--- config.mk ---
export PLATFORM = sky130hd
export DESIGN_NAME = ppi_mul
export DESIGN_NICKNAME = d
export VERILOG_FILES = /design/src/hdl/ppi_pkg.sv /design/src/hdl/ppi_mul.sv
export SDC_FILE = /design/constraint.sdc
export NUM_CORES = 1
export LEC_CHECK = 0
export BUFFER_PORTS_ARGS = -buffer_cell sky130_fd_sc_hd__buf_2
export CAP_MARGIN = 10
export CORE_ASPECT_RATIO = 0.7
export CORE_MARGIN = 4
export CORE_UTILIZATION = 40
export CTS_CLUSTER_SIZE = 40
export DETAILED_ROUTE_END_ITERATION = 10
export PLACE_DENSITY_LB_ADDON = 0.08
export RECOVER_POWER = 50
export REMOVE_ABC_BUFFERS = 1
export SYNTH_ARGS = -nofsm -noshare
export SYNTH_HDL_FRONTEND = slang
export SYNTH_SLANG_ARGS = --single-unit
--- constraint.sdc ---
create_clock -name clk -period 7.4 [get_ports clk]
set_input_delay 1.11 -clock clk [delete_from_list [all_inputs] [get_ports clk]]
set_output_delay 1.11 -clock clk [all_outputs]
set_load 0.02 [all_outputs]
--- src/hdl/ppi_pkg.sv ---
`default_nettype none
// ----------------------------------------------------------------------------
// ppi_pkg: shared types, constants and helpers
// Pool geometry, pooled particle record, sequencer states and the
// saturating adders used by the particle pool integrator.
// ----------------------------------------------------------------------------
package ppi_pkg;

    localparam int POOL_DEPTH = 64;
    localparam int IDX_W = (POOL_DEPTH > 1) ? $clog2(POOL_DEPTH) : 1;
    localparam int CNT_W = $clog2(POOL_DEPTH + 1);

    typedef enum logic [1:0] {
        OP_EMIT   = 2'd0,
        OP_TICK   = 2'd1,
        OP_RENDER = 2'd2
    } ppi_op_t;

    localparam logic [1:0] KIND_EMIT = 2'd0;
    localparam logic [1:0] KIND_TICK = 2'd1;
    localparam logic [1:0] KIND_DRAW = 2'd2;

    typedef struct packed {
        logic [31:0] pos_x;
        logic [31:0] pos_y;
        logic [23:0] vel_x;
        logic [23:0] vel_y;
        logic [23:0] life;
        logic [23:0] max_life;
        logic [15:0] gravity;
        logic [7:0]  size;
        logic [31:0] rgba;
    } ppi_entry_t;

    typedef struct packed {
        logic busy;
        logic done;
    } ppi_div_status_t;

    typedef enum logic [3:0] {
        S_IDLE,
        S_EMIT_ACK,
        S_T_RD,
        S_T_LIFE,
        S_T_MOVE_RD,
        S_T_MOVE_WR,
        S_T_VY,
        S_T_PX,
        S_T_PY,
        S_T_DONE,
        S_R_RD,
        S_R_MUL,
        S_R_DIV,
        S_R_OUT
    } ppi_state_t;

    // Velocity plus a floor-scaled increment, saturated to 24 signed bits.
    function automatic logic [23:0] add_sat24(logic [23:0] v, logic [29:0] d);
        logic [30:0] s;
        s = {{7{v[23]}}, v} + {d[29], d};
        if (s[30:23] == {8{s[30]}})
            return s[23:0];
        return s[30] ? 24'h800000 : 24'h7FFFFF;
    endfunction

    // Position plus a floor-scaled increment, saturated to 32 signed bits.
    function automatic logic [31:0] add_sat32(logic [31:0] v, logic [25:0] d);
        logic [32:0] s;
        s = {v[31], v} + {{7{d[25]}}, d};
        if (s[32] == s[31])
            return s[31:0];
        return s[32] ? 32'h80000000 : 32'h7FFFFFFF;
    endfunction

    // Position minus half the Q4.4 size, saturated to 32 signed bits.
    function automatic logic [31:0] sub_half_sat32(logic [31:0] v, logic [7:0] size);
        logic [32:0] s;
        s = {v[31], v} - {22'd0, size, 3'd0};
        if (s[32] == s[31])
            return s[31:0];
        return s[32] ? 32'h80000000 : 32'h7FFFFFFF;
    endfunction

endpackage
`default_nettype wire

--- src/hdl/ppi_mul.sv ---
`default_nettype none
// ----------------------------------------------------------------------------
// ppi_mul: shared registered multiplier
// Signed 25 by 17 bit product, registered, shared by every update step.
// ----------------------------------------------------------------------------
module ppi_mul
    import ppi_pkg::*;
(
    input  wire logic               clk,
    input  wire logic signed [24:0] op_a,
    input  wire logic signed [16:0] op_b,
    output logic signed [41:0]      product
);

    logic signed [41:0] product_reg;

    always_ff @(posedge clk)
    begin
        product_reg <= op_a * op_b;
    end

    assign product = product_reg;

endmodule
`default_nettype wire

==> summary.md <==
| Metric | Value |
|---|---|
| Core area | 38800 um^2 |
| Initial antenna violation count | 0 |
| IO Port Bufs | 84 |
| Post-CTS setup buffers | 0 |
| Die footprint | 43000 um^2 |
| Ys Warns | 0 |
| Synth Cell Area | 15900 um^2 |
| Max reg flops | 42 |
| CP Data Arrival Time | 7460 ps |
| Final Hold Violating Endpoints | 0 |
| TritonCTS clock tree | built |
| Crit path required time | 7650 ps |
| Initial Util | 40.9% |
| First-pass DRT Iterations | 5 |
| Fin nets | 2478 |
| Largest family of logic cells by synthesized area | adder cells |
| Area leader, netlist | fa_1 |
| Period minus WS final | 7220 ps |
| Placer Congestion | 0.868 |
| Setup Viol. Count Final | 0 |
| IO Pins | 85 |
| Fraction of final layout cells sized beyond drive strength 1 | 12.9% |
| MaxCap Viol Count | 0 |
| Multiplexer share of the synthesized area | 0.0710% |
| Pins Over Slew Limit | 0 |
| CP Class | in2reg |
| Compound-Gate Fraction of Synth Area | 4.25% |
| Final period util | 97.6% |
| Synth Area per Inst | 9.30 um^2 |
| Clock slew at reported path FFs | 90 ps |
| Worst Setup End Kind | register |
| Die width | 246 um |
| # rows | 60 |
| Worst relative slew slack | 52.4% |
| Area growth, synth to finish | 16.3% |
| Final HPWL DP | 41.6 mm |
| DR iter-0 viols | 656 |
| Worst path cell trace | buf_2, buf_12, buf_4, and2_1, fa_1, inv_1, fa_1, inv_1, fa_1, fa_1, fa_1, inv_1, fa_1, inv_1, ha_1, a21o_1, a311o_1, a221oi_2, o22ai_2, nor3_4, a31oi_4, o41ai_4, or4b_1, o211ai_1 |
| Yosys top cell area share | 52.5% |
| Num CTS Buffers | 5 |
| Filler cells | 3812 |
| Sequential share of the synthesized area | 5.30% |
| Crit-path max cell delay | 510 ps |
| Syn Inst Count | 1706 |
| Worst setup SP type | input port |
| Status | completed |
| Ys flop type | dfxtp_1 |
| Global-route wire length before repair | 75.0 mm |
| Hold WC Path Type | in2reg |
| Distinct cells, synth | 49 |
| Post-synth EDFFs | 0 |
| GRT Residual Overflow | 0 |
| Largest net degree at the start of global routing | 25 |
| Synth Area in Simple Gates | 15.6% |
| Vias | 11600 |
| Top area cells in the synthesized netlist | fa_1 52%, inv_1 11%, ha_1 8.0% |
| Fmax | 139 MHz |
| Vias in the first global route | 12700 |
| Slew at the pin closest to its max-slew limit | 714 ps |
| Hold WS | 1210 ps |
| Chip height | 175 um |
| CP max FO | 14 |
| Seq cells post-synth | 42 |
| Hold Buf Count CTS | 0 |
| Hold path depth | 2 |
| CP max-delay cell | fa_1 |
| Clk sinks | 42 |
| Drt drc | 0 |
| Total GRT Usage | 23.0% |
| Post-synthesis adder-cell area fraction | 60.5% |
| Final ANT Viol Nets | 0 |
| Max Root-Sink Buffers | 2 |
| Asr flop ratio synth | 0% |
| Clock root buffer | clkbuf_16 |
| Post-synthesis share of cell area spent on xor and xnor gates | 2.26% |
| Post-Route WL | 46.7 mm |
| Most frequent cell on the critical path | fa_1 |
| H-tree depth | 2 |
| Vias per cell | 4.73 |
| Post-DR wirelength/cell | 19.1 um |
## cells in the final DEF, fill, tap and decap left out, types with 4 or more instances in the layout
| cell | synthesis | routed |
|---|---|---|
| buf_12 | 0 | 16 |
| nand2_1 | 237 | 237 |
| nor2b_1 | 4 | 4 |
| xor2_1 | 10 | 10 |
| nor2_1 | 34 | 34 |
| fa_1 | 416 | 416 |
| buf_4 | 0 | 166 |
| a21o_1 | 16 | 16 |
| a21oi_1 | 22 | 21 |
| xnor2_1 | 31 | 31 |
| o21a_1 | 4 | 4 |
| clkbuf_4 | 0 | 4 |
| a211oi_1 | 5 | 5 |
| and2_1 | 188 | 188 |
| clkbuf_16 | 0 | 5 |
| nand4_1 | 5 | 5 |
| clkbuf_1 | 60 | 40 |
| inv_1 | 446 | 446 |
| and3_1 | 4 | 4 |
| buf_2 | 0 | 40 |
| o21bai_1 | 11 | 11 |
| o21ai_0 | 12 | 11 |
| ha_1 | 101 | 101 |
| nand2b_1 | 12 | 12 |
| dfxtp_1 | 42 | 42 |
| and4_1 | 4 | 4 |
## cells by family (layout without fill, tap and decap cells)
family / count (synthesis) / after routing
AOI/OAI and AO/OA: 95 / 95
xor gates and xnor gates: 41 / 41
adders and majority gates: 517 / 517
buffers and inverters: 508 / 721
DFF: 42 / 42
muxes: 1 / 1
other: 0 / 3
and+or+nand+nor: 502 / 502
## path summary, 6_finish.rpt
path | startpoint | end | slack (ps)
max | op_b[6] | product[40]$_DFF_P_ | 180
min | op_a[0] | product[0]$_DFF_P_ | 1210
## layer usage
metal | wire length (um) | part of all wire (%) | global-route usage [%]
met1 | 24500 | 53 | 38.4
met2 | 17700 | 38 | 31.1
met3 | 4130 | 8.9 | 5.17
met4 | 341 | 0.73 | 2.13
met5 | 0 | 0 | 0
## critical path, delay by kind of cell
kind / cells / cell delay (ps)
AO/OA/AOI/OAI: 7 / 1590
adder cells (fa/ha/maj): 7 / 3190
buffers and inverters: 7 / 600
AND/OR/NAND/NOR: 3 / 950
## area by class of cell
| class | instances | area (um^2) | share of cell area (%) |
|---|---|---|---|
| Sequential cell | 42 | 841 | 4.56 |
| Multi-Input combinational cell | 1156 | 13200 | 71.3 |
| Inverter | 447 | 1680 | 9.11 |
| Timing Repair Buffer | 266 | 1950 | 10.6 |
| Antenna cell | 3 | 7.51 | 0.0407 |
| Clock buffer | 5 | 125 | 0.678 |
| Clock inverter | 3 | 28.8 | 0.156 |
| Tap cell | 527 | 659 | 3.57 |
## Yosys cell counts, types with 3 or more instances
master and instances:
and3_1 4, o21ai_0 12, o21bai_1 11, dfxtp_1 42, nor2_1 34, a21o_1 16, inv_1 446, ha_1 101
fa_1 416, a21oi_1 22, o21a_1 4, and2_1 188, xor2_1 10, nor2b_1 4, nand2_1 237, a211oi_1 5
and4_1 4, a31oi_1 4, nand4_1 5, nand3_1 3, clkbuf_1 60, xnor2_1 31, nand2b_1 12
## metrics by stage
stage          setup TNS [ps]  area (um^2)  utilization [%]  setup WS, ps  cells
4_1_cts                     0        18400             47.5          49.5   2446
6_report                    0        18500             47.5           180   2449
3_5_place_dp             -865        18300             47.1          -302   2438
2_1_floorplan               0        15600                -           455   1645
5_1_grt                 -9.94        18400             47.5         -9.94   2446
3_3_place_gp             -551        18300             47.1          -272   2438
## timing repair
item,CTS,global route
hold endpoints to repair,0,0
setup endpoints to repair,0,6
gates resized for setup,0,13
Power is left out: the tool's default activity adds up to more than one toggle a clock period on the data nets, which glitch-free logic cannot reach.
