### config.mk
export PLATFORM = sky130hd
export DESIGN_NAME = ppi_div
export DESIGN_NICKNAME = d
export VERILOG_FILES = /design/src/hdl/ppi_pkg.sv /design/src/hdl/ppi_div.sv
export SDC_FILE = /design/constraint.sdc
export NUM_CORES = 1
export LEC_CHECK = 0
export ABC_AREA = 1
export ABC_CLOCK_PERIOD_IN_PS = 3900
export BUFFER_PORTS_ARGS = -buffer_cell sky130_fd_sc_hd__buf_2
export CORE_AREA = 2 2 77 134
export DETAILED_ROUTE_END_ITERATION = 10
export DIE_AREA = 0 0 79 136
export PLACE_DENSITY = 0.79
export SLEW_MARGIN = 20
export SYNTH_ARGS = -nofsm -noshare
export SYNTH_HDL_FRONTEND = slang
export SYNTH_SLANG_ARGS = --single-unit
### constraint.sdc
create_clock -name clk -period 3.9 [get_ports clk]
set_input_delay 0 -clock clk [delete_from_list [all_inputs] [get_ports clk]]
set_output_delay 0 -clock clk [all_outputs]
set_load 0.03 [all_outputs]
### src/hdl/ppi_pkg.sv
`default_nettype none
// ----------------------------------------------------------------------------
// ppi_pkg: shared types, constants and helpers
// Pool geometry, pooled particle record, sequencer states and the
// saturating adders used by the particle pool integrator.
// ----------------------------------------------------------------------------
package ppi_pkg;

    localparam int POOL_DEPTH = 64;
    localparam int IDX_W = (POOL_DEPTH > 1) ? $clog2(POOL_DEPTH) : 1;
    localparam int CNT_W = $clog2(POOL_DEPTH + 1);

    typedef enum logic [1:0] {
        OP_EMIT   = 2'd0,
        OP_TICK   = 2'd1,
        OP_RENDER = 2'd2
    } ppi_op_t;

    localparam logic [1:0] KIND_EMIT = 2'd0;
    localparam logic [1:0] KIND_TICK = 2'd1;
    localparam logic [1:0] KIND_DRAW = 2'd2;

    typedef struct packed {
        logic [31:0] pos_x;
        logic [31:0] pos_y;
        logic [23:0] vel_x;
        logic [23:0] vel_y;
        logic [23:0] life;
        logic [23:0] max_life;
        logic [15:0] gravity;
        logic [7:0]  size;
        logic [31:0] rgba;
    } ppi_entry_t;

    typedef struct packed {
        logic busy;
        logic done;
    } ppi_div_status_t;

    typedef enum logic [3:0] {
        S_IDLE,
        S_EMIT_ACK,
        S_T_RD,
        S_T_LIFE,
        S_T_MOVE_RD,
        S_T_MOVE_WR,
        S_T_VY,
        S_T_PX,
        S_T_PY,
        S_T_DONE,
        S_R_RD,
        S_R_MUL,
        S_R_DIV,
        S_R_OUT
    } ppi_state_t;

    // Velocity plus a floor-scaled increment, saturated to 24 signed bits.
    function automatic logic [23:0] add_sat24(logic [23:0] v, logic [29:0] d);
        logic [30:0] s;
        s = {{7{v[23]}}, v} + {d[29], d};
        if (s[30:23] == {8{s[30]}})
            return s[23:0];
        return s[30] ? 24'h800000 : 24'h7FFFFF;
    endfunction

    // Position plus a floor-scaled increment, saturated to 32 signed bits.
    function automatic logic [31:0] add_sat32(logic [31:0] v, logic [25:0] d);
        logic [32:0] s;
        s = {v[31], v} + {{7{d[25]}}, d};
        if (s[32] == s[31])
            return s[31:0];
        return s[32] ? 32'h80000000 : 32'h7FFFFFFF;
    endfunction

    // Position minus half the Q4.4 size, saturated to 32 signed bits.
    function automatic logic [31:0] sub_half_sat32(logic [31:0] v, logic [7:0] size);
        logic [32:0] s;
        s = {v[31], v} - {22'd0, size, 3'd0};
        if (s[32] == s[31])
            return s[31:0];
        return s[32] ? 32'h80000000 : 32'h7FFFFFFF;
    endfunction

endpackage
`default_nettype wire

### src/hdl/ppi_div.sv
`default_nettype none
// ----------------------------------------------------------------------------
// ppi_div: iterative alpha divider
// Restoring division giving an 8-bit quotient, one bit per cycle.
// ----------------------------------------------------------------------------
module ppi_div
    import ppi_pkg::*;
(
    input  wire logic        clk,
    input  wire logic        rst_n,
    input  wire logic        start,
    input  wire logic [31:0] num,
    input  wire logic [23:0] den,
    output logic [7:0]       quotient,
    output ppi_div_status_t  status
);

    logic        run_reg, run_next;
    logic        done_reg, done_next;
    logic [2:0]  cnt_reg, cnt_next;
    logic [31:0] rem_reg, rem_next;
    logic [23:0] den_reg, den_next;
    logic [7:0]  q_reg, q_next;
    logic [31:0] trial;

    always_comb
    begin
        run_next  = run_reg;
        done_next = done_reg;
        cnt_next  = cnt_reg;
        rem_next  = rem_reg;
        den_next  = den_reg;
        q_next    = q_reg;
        trial     = {8'd0, den_reg} << cnt_reg;
        if (start)
        begin
            run_next  = 1'b1;
            done_next = 1'b0;
            cnt_next  = 3'd7;
            rem_next  = num;
            den_next  = den;
            q_next    = 8'd0;
        end
        else if (run_reg)
        begin
            if (rem_reg >= trial)
            begin
                rem_next         = rem_reg - trial;
                q_next[cnt_reg]  = 1'b1;
            end
            cnt_next = cnt_reg - 3'd1;
            if (cnt_reg == 3'd0)
            begin
                run_next  = 1'b0;
                done_next = 1'b1;
            end
        end
    end

    always_ff @(posedge clk or negedge rst_n)
    begin
        if (!rst_n)
        begin
            run_reg  <= 1'b0;
            done_reg <= 1'b0;
            cnt_reg  <= 3'd0;
        end
        else
        begin
            run_reg  <= run_next;
            done_reg <= done_next;
            cnt_reg  <= cnt_next;
        end
    end

    always_ff @(posedge clk)
    begin
        rem_reg <= rem_next;
        den_reg <= den_next;
        q_reg   <= q_next;
    end

    assign quotient    = q_reg;
    assign status.busy = run_reg;
    assign status.done = done_reg;

endmodule
`default_nettype wire

==> results summary <==
The flow ran to the end, but the final reports show violations. The final reports fail on negative hold slack. The transition time at the pin with the least slew margin came out at ~0.98 ns. The number of distinct library cell variants in the gate-level netlist after synthesis is 38. The power share of the clock group is 0.180. The critical path data arrival time came out at ~3.5 ns. The share of cells above drive strength 1 is 0.113. The cell area power density came out at between 600 and 700 mW/mm^2. The number of optimization iterations in the first detailed-route pass is 7.

The number of placed I/O pins came out at 69. Of the total synthesized cell area, the portion taken by XOR and XNOR cells is 0.0110. The buffer cell driving the clock tree root is clkbuf_16. The endpoint kind of the worst setup timing path is a flip-flop.

0 antenna diodes ended up in the layout. The synthesis warning total is 0. The die outline height is around 140 um. By area, the combinational part of the netlist is dominated by simple AND/OR/NAND/NOR gates.

The count of hold-fix buffers inserted at cts is 57. The detail route stage leaves a number of antenna-violating nets equal to 0. The net count of the mapped netlist is just over 900.

The average size of a mapped cell came out at approximately 6.7 sq um. The maximum number of pins on one net before global-route repair came out at a little under 80. The initial antenna violation count came to 0. The area of the die is roughly 0.011 sq mm.

The area growth from synthesis to layout is 23.7%. For the final database, setup skew stands at 0.00798 ns. Counting cells, the worst reg-to-reg path comes to 19. Setup repair after global routing left no endpoint under its margin.

The H-tree depth came out at 3. The clock-pin slew reported for the worst setup and hold paths after clock tree synthesis came out at about 0.06 ns. The register with the most flip-flops in the layout has 32 of them. The final count of pins violating max slew is 0.

The largest buffer count on any clock path is 2. The congestion estimate from routability-driven global placement came to between 0.9 and 1. Hold timing on the final database bottoms out at a slack of -0.00141 ns. The fraction of the yosys area taken by sequential cells is 0.354. The number of buffers inserted by post-CTS setup repair came out at 0. Of the post-synthesis cell area, the part taken by muxes is 0.00900. After global routing the overflow that remains totals 0.

The worst setup path is of the flip-flop to flip-flop kind. TritonCTS built the clock tree. The total negative slack came out at 0 ns.

The fill cell total of the finished layout came out at ~840. The number of buffers created by CTS came out at 9. Of the total power, registers draw 0.251. The worst setup path is launched from a flip-flop. The number of I/O port buffers is around 70. Of the total synthesized cell area, the portion taken by full adders, half adders and majority gates is 0.0779. Summing all multi-input logic gate instances after layout gives approximately 0.0031 sq mm. After clock tree synthesis, the repair step resized 0 gates.

The width of the chip is between 70 and 80 um. The flop and latch count out of synthesis came out at 69. The slowest cell on the critical path is inv_1. The synthesized instance count is 830. The wire length reported by the detailed router came out at roughly 16000 um.

Subtracting the final worst setup slack from the clock period gives approximately 3.5 ns. The final HPWL from detailed placement came out at 11400 um. The min-delay analysis places its worst path in the category primary input to async pin. The overall via count from detail_route came out at 5802.

The number of design rule violations left after detail routing came out at 0. The maximum clock rate came out at around 290 MHz. The via-per-instance ratio is 5.38. The final number of hold-violating endpoints is 5.

The internal power of the cells totals 0.00258 W. The headroom to the max-slew limit came out at 0.344. The number of global-route vias before repair was 5698. The combinational share of power came out at 0.569. Across the VDD grid, the largest voltage drop is approximately 0.0004 V. The synthesized netlist occupies a cell area of between 0.005 and 0.006 sq mm.

The initial standard-cell utilization of the core is 0.571. The net switching power is 0.00220 W. The final number of setup-violating endpoints came out at 0. In this run the static leakage power is between 3 and 4 nW. The tool flagged a number of max-cap violations equal to 0. The initial detailed-routing violation count came out at roughly 420. Data on the critical path is required at its endpoint by between 3 and 4 ns. The global-route usage over all layers is 0.302. The average wire length per cell after detail routing is ~15 um. The maximum single-stage delay on the critical path came out at roughly 0.4 ns. The compound-gate portion of the synthesized area came out at 0.111. The net count reported at finish came out at roughly 1000.

In this run the core area contains 48 standard-cell rows. The fraction of the cycle the final worst path needs came out at 0.896. By instance count, the cell type seen most on the critical path is nand2_1. Of the total power, the share spent switching nets is 0.460. CTS saw 69 sinks. The highest fanout seen on the critical path is 20. The area of the core came out at 0.00973 sq mm.

Walking the worst path, the cells encountered are inv_1 -> buf_4 -> nand2_1 -> nand2_1 -> o21ai_0 -> nand2_1 -> o21ai_0 -> ha_1 -> nand2_1 -> nor2_2 -> nand3_1 -> nand2_2 -> nand2_2 -> nand3_1 -> nand2_2 -> nand2_4 -> nand2_1 -> nand2_1 -> buf_4. The worst-skew pair later-pin latency is roughly 0.35 ns. The flip-flop and latch area is between 0.0015 and 0.002 sq mm. The first-pass GRT wire length is between 20000 and 30000 um. Of the total synthesized cell area, the portion taken by AND, OR, NAND and NOR gates is 0.350. At the placement stage, the worst setup path has a slack of roughly 0.47 ns. The final setup slack of the worst path came out at ~0.4 ns.
logic make-up (layout without fill, tap and decap cells):
logic type,count (synthesis),after routing
muxes,5,5
and+or+nand+nor,476,476
DFF,69,69
buffers and inverters,121,245
adders and majority gates,34,34
xor gates and xnor gates,7,7
AOI/OAI and AO/OA,118,118
metrics by stage:
| step | hold WS (ns) | instance area [sq um] | instances | util | total power (W) |
|---|---|---|---|---|---|
| floorplan | -0.296 | 5560 | 830 | - | 0.00317 |
| global placement | -0.183 | 5990 | 1006 | 0.616 | 0.00375 |
| detailed placement | -0.181 | 5990 | 1006 | 0.616 | 0.00381 |
| CTS | 0.00387 | 6880 | 1079 | 0.707 | 0.00472 |
| global route | 0.0135 | 6880 | 1079 | 0.707 | 0.00516 |
| finish | -0.00141 | 6880 | 1079 | 0.707 | 0.00478 |
worst max-delay path, delay by kind of cell (launching register included):
family | cells | cell delay (ns)
DFF | 1 | 0.37
AOI/OAI and AO/OA | 2 | 0.26
and+or+nand+nor | 13 | 1.17
buffers and inverters | 3 | 0.95
adders and majority gates | 1 | 0.40
path summary, 6_finish.rpt:
kind / start / endpoint / slack (ns)
min in group clk: den[8] / den_reg[8] / 0.37
worst max-delay path: cnt_reg[0] / rem_reg[11] / 0.41
max in group asynchronous: rst_n / cnt_reg[2] / 3.77
worst min register to register: quotient[1] / quotient[1] / 0.45
worst max register to register: cnt_reg[0] / rem_reg[11] / 0.41
worst min-delay path: rst_n / done_reg / -0.001
routing by layer:
metal	GRT usage	vias to the layer above	wire [um]
met5	0	-	0
met2	0.578	207	8470
li1	-	2912	-
met1	0.312	2632	5820
met3	0.0352	51	753
met4	0.161	0	722
synth_stat cells, drive strengths merged:
| master | number | share of area |
|---|---|---|
| nand3 | 54 | 0.049 |
| o21a | 1 | 0.0014 |
| a21o | 1 | 0.0014 |
| and2 | 2 | 0.0023 |
| ha | 33 | 0.074 |
| nand4 | 3 | 0.0034 |
| o21ai | 61 | 0.056 |
| nor3 | 8 | 0.0072 |
| edfxtp | 56 | 0.30 |
| or2 | 9 | 0.010 |
| a21oi | 47 | 0.042 |
| nand3b | 4 | 0.0054 |
| a31oi | 2 | 0.0023 |
| dfrtp | 5 | 0.023 |
| nand2 | 338 | 0.23 |
| o21bai | 5 | 0.0068 |
| dfxtp | 8 | 0.029 |
| xnor2 | 7 | 0.011 |
| clkinv | 1 | 0.00067 |
| clkbuf | 14 | 0.0095 |
| o22ai | 1 | 0.0011 |
| nor2 | 58 | 0.041 |
| buf | 11 | 0.013 |
| fa | 1 | 0.0036 |
| inv | 94 | 0.063 |
| dlygate4sd1 | 1 | 0.0016 |
| mux2i | 5 | 0.0090 |
power by group through the flow:
stage | logic, W | registers, W | clock network [W]
after floorplan | 0.00200 | 0.00117 | 0
after global placement | 0.00254 | 0.00120 | 0
after detailed placement | 0.00261 | 0.00121 | 0
after CTS | 0.00267 | 0.00120 | 0.000856
after global routing | 0.00306 | 0.00121 | 0.000887
final | 0.00272 | 0.00120 | 0.000860
final cells by class:
type / count / area share
multi-input cells: 640 / 0.451
flip-flops and latches: 69 / 0.286
repair buffers: 134 / 0.142
inverters: 95 / 0.0518
clock buffers: 13 / 0.0426
well taps: 125 / 0.0227
clock inverters: 3 / 0.00346
placed cells by master, fill, tap and decap left out, types with 2 or more instances in the layout:
| cell type | synthesis | routed |
|---|---|---|
| nand4_1 | 3 | 3 |
| or2_1 | 3 | 3 |
| a21oi_1 | 47 | 47 |
| dfxtp_1 | 8 | 8 |
| nor2_1 | 55 | 55 |
| a31oi_1 | 2 | 2 |
| edfxtp_1 | 56 | 56 |
| and2_1 | 2 | 2 |
| dfrtp_1 | 5 | 5 |
| inv_1 | 93 | 93 |
| clkinv_4 | 0 | 2 |
| clkbuf_16 | 0 | 11 |
| o21ai_0 | 59 | 59 |
| xnor2_1 | 7 | 7 |
| nand2_2 | 4 | 4 |
| o21bai_1 | 5 | 5 |
| nand2_1 | 333 | 333 |
| mux2i_1 | 5 | 5 |
| dlygate4sd3_1 | 0 | 57 |
| nand3_1 | 54 | 54 |
| ha_1 | 33 | 33 |
| nand3b_1 | 4 | 4 |
| nor3_1 | 8 | 8 |
| buf_4 | 3 | 9 |
| nor2_2 | 2 | 2 |
| buf_2 | 2 | 68 |
| or2_2 | 6 | 6 |
(Power assumes the default switching activity.)
